### src/design/schb_pkg.sv
// Package for the string CRC hash bucket unit: hash constants, widths and
// the single shift/XOR round of the reflected CRC. No dependencies.
package schb_pkg;

   localparam int unsigned BYTE_W   = 8;
   localparam int unsigned HASH_W   = 32;
   localparam int unsigned COUNT_W  = 25;
   localparam int unsigned INDEX_W  = 24;
   localparam int unsigned ROUND_W  = 3;
   localparam int unsigned STEP_W   = 5;

   localparam logic [HASH_W-1:0]  HASH_POLY    = 32'hAED0_0022;
   localparam logic [HASH_W-1:0]  HASH_INIT    = 32'hAED0_2022;
   localparam logic [COUNT_W-1:0] MAX_BUCKETS  = 25'h100_0000;
   localparam logic [COUNT_W-1:0] BUCKET_RESET = 25'd500;
   localparam logic [BYTE_W-1:0]  END_BYTE     = 8'h00;

   // One round of the reflected table generator.
   function automatic logic [HASH_W-1:0] crc_round(input logic [HASH_W-1:0] v);
      logic [HASH_W-1:0] r;
      r = v >> 1;
      if (v[0]) begin
         r = r ^ HASH_POLY;
      end
      return r;
   endfunction

endpackage

### src/design/string_crc_hash_bucket_unit.sv
// String CRC hash and bucket selector, top level.
// Depends on schb_pkg for constants and the CRC round function.

// One string byte per request. A nonzero byte runs eight shift/XOR rounds
// of the reflected CRC table generator, one round per cycle, and the block
// is busy until the last round. A zero byte ends the string: the hash is
// divided by the bucket count in a restoring divider, one quotient bit per
// cycle, then, once the output side is free, the hash and remainder go to
// the output register. bucket_count above 16777216 saturates to 16777216,
// and a count of zero gives bucket index 0. The running hash reloads
// 0xAED02022 at each string end. csr_ready is always high; write the bucket
// count only while the block is idle.
module string_crc_hash_bucket_unit
   import schb_pkg::*;
(
   input  logic               clock,
   input  logic               reset,
   input  logic               req_valid,
   output logic               req_stall,
   input  logic [BYTE_W-1:0]  req_text_byte,
   output logic               rsp_valid,
   input  logic               rsp_stall,
   output logic [HASH_W-1:0]  rsp_hash_value,
   output logic [INDEX_W-1:0] rsp_bucket_index,
   input  logic               csr_valid,
   output logic               csr_ready,
   input  logic [COUNT_W-1:0] csr_bucket_count
);

   typedef enum logic [1:0] {ST_IDLE, ST_CRC, ST_DIV, ST_DONE} state_type;

   state_type          state_ff, state_in;
   logic [HASH_W-1:0]  hash_ff, hash_in;
   logic [HASH_W-1:0]  crc_ff, crc_in;
   logic [BYTE_W-1:0]  byte_ff, byte_in;
   logic [ROUND_W-1:0] round_ff, round_in;
   logic [STEP_W-1:0]  step_ff, step_in;
   logic [HASH_W-1:0]  work_hash_ff, work_hash_in;
   logic [HASH_W-1:0]  shift_ff, shift_in;
   logic [COUNT_W-1:0] rem_ff, rem_in;
   logic [COUNT_W-1:0] divisor_ff, divisor_in;
   logic [COUNT_W-1:0] bucket_count_ff, bucket_count_in;
   logic               rsp_valid_ff, rsp_valid_in;
   logic [HASH_W-1:0]  rsp_hash_ff, rsp_hash_in;
   logic [INDEX_W-1:0] rsp_index_ff, rsp_index_in;

   logic               req_accept;
   logic               out_free;
   logic [HASH_W-1:0]  crc_next;
   logic [COUNT_W:0]   trial;
   logic [COUNT_W:0]   trial_diff;

   assign req_stall        = (state_ff != ST_IDLE);
   assign req_accept       = req_valid && !req_stall;
   assign csr_ready        = 1'b1;
   assign rsp_valid        = rsp_valid_ff;
   assign rsp_hash_value   = rsp_hash_ff;
   assign rsp_bucket_index = rsp_index_ff;
   assign out_free         = !rsp_valid_ff || !rsp_stall;

   assign crc_next   = crc_round(crc_ff);
   assign trial      = {rem_ff, shift_ff[HASH_W-1]};
   assign trial_diff = trial - {1'b0, divisor_ff};

   always_comb begin
      state_in        = state_ff;
      hash_in         = hash_ff;
      crc_in          = crc_ff;
      byte_in         = byte_ff;
      round_in        = round_ff;
      step_in         = step_ff;
      work_hash_in    = work_hash_ff;
      shift_in        = shift_ff;
      rem_in          = rem_ff;
      divisor_in      = divisor_ff;
      bucket_count_in = bucket_count_ff;
      rsp_valid_in    = rsp_valid_ff && rsp_stall;
      rsp_hash_in     = rsp_hash_ff;
      rsp_index_in    = rsp_index_ff;

      if (csr_valid && csr_ready) begin
         bucket_count_in = csr_bucket_count;
      end

      unique case (state_ff)
         ST_IDLE: begin
            if (req_accept) begin
               if (req_text_byte != END_BYTE) begin
                  crc_in   = {{(HASH_W-BYTE_W){1'b0}}, hash_ff[BYTE_W-1:0]};
                  byte_in  = req_text_byte;
                  round_in = '0;
                  state_in = ST_CRC;
               end else begin
                  work_hash_in = hash_ff;
                  shift_in     = hash_ff;
                  rem_in       = '0;
                  step_in      = '0;
                  divisor_in   = (bucket_count_ff > MAX_BUCKETS) ? MAX_BUCKETS
                                                                 : bucket_count_ff;
                  hash_in      = HASH_INIT;
                  state_in     = ST_DIV;
               end
            end
         end
         ST_CRC: begin
            crc_in   = crc_next;
            round_in = round_ff + 1'b1;
            if (round_ff == '1) begin
               hash_in  = (hash_ff >> BYTE_W) ^ crc_next
                        ^ {byte_ff, {(HASH_W-BYTE_W){1'b0}}};
               state_in = ST_IDLE;
            end
         end
         ST_DIV: begin
            // restoring step: one quotient bit, remainder stays below divisor
            if (trial >= {1'b0, divisor_ff}) begin
               rem_in = trial_diff[COUNT_W-1:0];
            end else begin
               rem_in = trial[COUNT_W-1:0];
            end
            shift_in = shift_ff << 1;
            step_in  = step_ff + 1'b1;
            if (step_ff == '1) begin
               state_in = ST_DONE;
            end
         end
         ST_DONE: begin
            if (out_free) begin
               rsp_valid_in = 1'b1;
               rsp_hash_in  = work_hash_ff;
               rsp_index_in = (divisor_ff == '0) ? '0 : rem_ff[INDEX_W-1:0];
               state_in     = ST_IDLE;
            end
         end
         default: state_in = ST_IDLE;
      endcase
   end

   always_ff @(posedge clock) begin
      if (reset) begin
         state_ff        <= ST_IDLE;
         hash_ff         <= HASH_INIT;
         bucket_count_ff <= BUCKET_RESET;
         rsp_valid_ff    <= 1'b0;
      end else begin
         state_ff        <= state_in;
         hash_ff         <= hash_in;
         bucket_count_ff <= bucket_count_in;
         rsp_valid_ff    <= rsp_valid_in;
      end
      crc_ff       <= crc_in;
      byte_ff      <= byte_in;
      round_ff     <= round_in;
      step_ff      <= step_in;
      work_hash_ff <= work_hash_in;
      shift_ff     <= shift_in;
      rem_ff       <= rem_in;
      divisor_ff   <= divisor_in;
      rsp_hash_ff  <= rsp_hash_in;
      rsp_index_ff <= rsp_index_in;
   end

   // end of string starts the divider and reloads the running hash
   a_end_starts_div: assert property (@(posedge clock) disable iff (reset)
      (req_accept && req_text_byte == END_BYTE) |=>
         (state_ff == ST_DIV && hash_ff == HASH_INIT))
      else $error("string end did not start the divider");

   // divisor is saturated while dividing
   a_divisor_sat: assert property (@(posedge clock) disable iff (reset)
      (state_ff == ST_DIV) |-> (divisor_ff <= MAX_BUCKETS))
      else $error("divisor above bucket limit");

   // remainder stays below a nonzero divisor
   a_rem_bound: assert property (@(posedge clock) disable iff (reset)
      (state_ff == ST_DONE && divisor_ff != '0) |-> (rem_ff < divisor_ff))
      else $error("remainder not reduced");

   // a new response carries the hash of the finished string
   a_rsp_load: assert property (@(posedge clock) disable iff (reset)
      (state_ff == ST_DONE && out_free) |=>
         (rsp_valid_ff && rsp_hash_ff == $past(work_hash_ff)))
      else $error("response not loaded from finished string");

endmodule

### config.mk
export PLATFORM = sky130hd
export DESIGN_NAME = string_crc_hash_bucket_unit
export DESIGN_NICKNAME = d
export VERILOG_FILES = /design/src/design/schb_pkg.sv /design/src/design/string_crc_hash_bucket_unit.sv
export SDC_FILE = /design/constraint.sdc
export NUM_CORES = 1
export LEC_CHECK = 0
export BUFFER_PORTS_ARGS = -buffer_cell sky130_fd_sc_hd__buf_2
export CORE_UTILIZATION = 50
export DETAILED_ROUTE_END_ITERATION = 10
export PLACE_DENSITY_LB_ADDON = 0.15
export SLEW_MARGIN = 15
export SYNTH_ARGS = -nofsm -noshare
export SYNTH_HDL_FRONTEND = slang
export SYNTH_SLANG_ARGS = --single-unit
### constraint.sdc
create_clock -name clock -period 11 [get_ports clock]
set_input_delay 0 -clock clock [delete_from_list [all_inputs] [get_ports clock]]
set_output_delay 0 -clock clock [all_outputs]
set_load 0.02 [all_outputs]
==> results.json <==
{
  "clkSinkCount": 278,
  "ios": 97,
  "grt_setup_unrepaired": "false",
  "power_density_nw_per_um2": 161,
  "critical_path.startpoint_type": "register",
  "cts.htree.levels": 1,
  "postSynthRegisterBits": 278,
  "synth_top_cell_by_area": "edfxtp_1",
  "sw_frac_of_total_pct": 19.7,
  "cts_repair_resize_count": 0,
  "final_antenna_net_count": 0,
  "netlist_instances": 1043,
  "hold_class": "in2reg",
  "cp_data_arrival_time_ns": 3.55,
  "vdd.ir_drop.worst_mv": 0.124,
  "grt_first_pass_wirelength_um": 39000,
  "max_slew_margin_pct": 27.7,
  "drc": 0,
  "final-setup-viol-count": 0,
  "synth_top_flop_cell": "edfxtp_1",
  "wl_per_cell_um": 16.2,
  "cts-root-to-sink-buffers": 3,
  "initial_antenna_violation_count": 0,
  "worstPathRequired_ns": 11.40,
  "cts_tree": "built",
  "floorplan.initialDensity_pct": 51.3,
  "rows": 56,
  "nNetsFinal": 1230,
  "finalPower_w": 0.00231,
  "status": "finished clean",
  "synthesis.nets": 1111,
  "ys.warnings.count": 0,
  "drt_iter0_drc": 496,
  "p_leak_nw": 5.52,
  "syn_to_layout_area_delta_pct": 18.0,
  "netSwitchingPower_w": 0.000455,
  "grt_max_degree": 64,
  "ys_types": 57,
  "timing_worst_setup_path_type": "reg2reg",
  "min_period_over_period_pct": 28.6,
  "sequential_group_share_of_total_power_pct": 50.4,
  "cp_max_fo": 32,
  "synth_top_area_share_pct": 53.9,
  "hpwl_um": 15100,
  "via_per_inst": 5.22,
  "clock_skew_ns": 0.0158,
  "synth-seq-area-share_pct": 63.8,
  "synth-async-reset-ratio_pct": 0,
  "max_cap_viol_count": 0,
  "post-route-min-period_ns": 3.14,
  "max_slew.worst_pin.slew_ns": 1.08,
  "port_buffers": 95,
  "clock_insertion_delay_worst_skew_ns": 0.54,
  "clk_pin_slew_ns": 0.06,
  "first_pass_iters": 5,
  "clock.fmax_mhz": 318,
  "synth-edff-count": 218,
  "via_count_of_the_first_global_routing_pass": 7343,
  "fillCellCount": 1967,
  "drive_gt1_share_pct": 14.3,
  "power.clock.fraction_pct": 45.8,
  "die_area_um2": 24900,
  "timing.final.max_slew_violations": 0,
  "grt_util_all_layers_pct": 20.2,
  "endpoint_kind": "register",
  "tritoncts.num_buffers": 28,
  "average_instance_area_after_synthesis_um2": 11.6,
  "chipHeight_um": 158,
  "power.internal_w": 0.00186,
  "timing.setup.tns_ns": 0,
  "combPwrFrac_pct": 3.7,
  "fp.coreArea_um2": 23700,
  "final_hold_viol_count": 0,
  "floorplan.die.width_um": 158,
  "num_vias": 7848,
  "synth_area_leaders": "edfxtp_1 (54%), dfxtp_1 (9.9%), nand2_1 (5.8%)",
  "num_antenna_cells": 0,
  "multi_input_comb_area_um2": 4100,
  "routabilityCongestion": 0.875,
  "cts_root_buf": "clkbuf_16",
  "route.final.wire_length_um": 24400,
  "area.sequential_um2": 7750,
  "gr-total-overflow": 0,
  "synthesis.area_um2": 12100
}
-- registers in the layout, indices dropped and copies added, names as in the netlist, 3 cells and up --
| signal | count |
|---|---|
| crc_ff | 32 |
| hash_ff | 32 |
| rsp_hash_value | 32 |
| shift_ff | 32 |
| work_hash_ff | 32 |
| bucket_count_ff | 25 |
| divisor_ff | 25 |
| rem_ff | 25 |
| rsp_bucket_index | 24 |
| byte_ff | 8 |
| step_ff | 5 |
| round_ff | 3 |
-- final timing paths --
| path | to | slack (ns) | start | depth (start not counted) |
|---|---|---|---|---|
| max | rem_ff[10]$_SDFFCE_PN0P_ | 7.86 | shift_ff[31]$_DFFE_PP_ | 12 |
| min | bucket_count_ff[24]$_SDFFE_PP0P_ | 0.11 | csr_valid | 3 |
| max reg2reg | rem_ff[10]$_SDFFCE_PN0P_ | 7.86 | shift_ff[31]$_DFFE_PP_ | 12 |
| min reg2reg | rsp_hash_value[2]$_DFFE_PP_ | 0.42 | work_hash_ff[2]$_DFFE_PP_ | 0 |
-- layout make-up --
type / instances / share of cell area (%)
timing repair buffer: 139 / 6.27
multi-input combinational: 682 / 28.6
clock inverter: 10 / 1.32
clock buffer: 42 / 6.11
sequential: 278 / 54.0
inverter: 33 / 0.881
tap: 319 / 2.78
-- what timing repair did --
| item | CTS | global route |
|---|---|---|
| hold endpoints to repair | 55 | 1 |
| hold buffers | 35 | 1 |
| setup buffers | 0 | 0 |
-- power by group through the flow --
stage / registers [W] / clock network, W / logic, W
floorplan: 0.00118 / 0 / 0.0000584
global placement: 0.00119 / 0 / 0.0000742
detailed placement: 0.00119 / 0 / 0.0000750
CTS: 0.00117 / 0.00108 / 0.0000855
global route: 0.00117 / 0.00112 / 0.0000956
finish: 0.00117 / 0.00106 / 0.0000861
-- cell families after synthesis --
group	synth area share [%]
AO/OA/AOI/OAI	7.81
flip-flops	63.8
adder cells (fa/ha/maj)	3.15
multiplexers	1.91
other	0.0309
XOR/XNOR	4.18
AND/OR/NAND/NOR	16.3
buffers and inverters	2.81
-- Yosys cell counts, types with 7 or more instances --
cell type	number
edfxtp_1	218
nand2_1	187
a21oi_1	67
dfxtp_1	60
nor2_1	55
and2_1	44
xor2_1	43
nor2b_1	41
nand3_1	40
clkbuf_1	37
inv_1	32
ha_1	29
mux2i_1	22
o21ai_0	15
xnor2_1	15
a21o_1	14
nor4_1	14
nor3_1	12
a211o_1	8
nand2b_1	8
o21bai_1	8
a31oi_1	7
nand4_1	7
-- per-layer routing --
metal	wire length, um	global-route usage (%)	up-vias
met1	12200	30.7	3702
met5	0	0	-
met3	1250	2.57	30
met2	10600	30.8	203
met4	349	4.39	0
li1	-	-	3913
-- cell usage in the layout (no fill, tap or decap), types with 2 or more instances in the layout --
cell type / count
nor2_1: 53
clkinv_2: 3
a21oi_1: 65
nand3_1: 40
nor3_1: 12
buf_4: 9
xor2_1: 43
a31oi_1: 7
nand2b_1: 7
a221oi_1: 2
nand4_1: 7
buf_2: 94
nor4_1: 14
o21ai_1: 4
nand2_1: 187
clkbuf_16: 30
a211o_1: 8
and3_1: 5
edfxtp_1: 218
o21bai_1: 8
dlygate4sd3_1: 36
or3_1: 3
a21oi_4: 2
clkbuf_1: 4
nor2b_1: 40
o21a_1: 2
nor2_4: 2
inv_1: 32
a211oi_1: 3
bufinv_16: 5
a211oi_2: 5
xnor2_1: 15
mux2i_1: 22
dfxtp_1: 60
and2_1: 44
clkbuf_8: 8
a21o_1: 14
o21ai_0: 15
ha_1: 29
-- per-stage QoR --
stage               hold WS (ns)  instances  util [%]  area (um^2)  setup slack, ns
floorplan                 0.0989       1043         -        12100             6.80
global placement           0.192       1415      54.5        12900             7.92
detailed placement         0.194       1415      54.5        12900             7.87
CTS                       0.0952       1502      60.5        14300             7.84
global route               0.126       1503      60.5        14300             7.66
finish                     0.106       1503      60.5        14300             7.86
-- worst max-delay path, cell delays in order, from the launching register on --
cell      delay (ns)
edfxtp_1        0.38
inv_1           0.07
ha_1            0.13
inv_1           0.06
fa_1            0.42
a211oi_1        0.38
o21ai_0         0.13
or3b_1          0.21
a311o_1         0.22
nand3_4         0.35
inv_4           0.36
and3_1          0.19
a31o_1          0.10
Power figures use the tool's default switching activity.
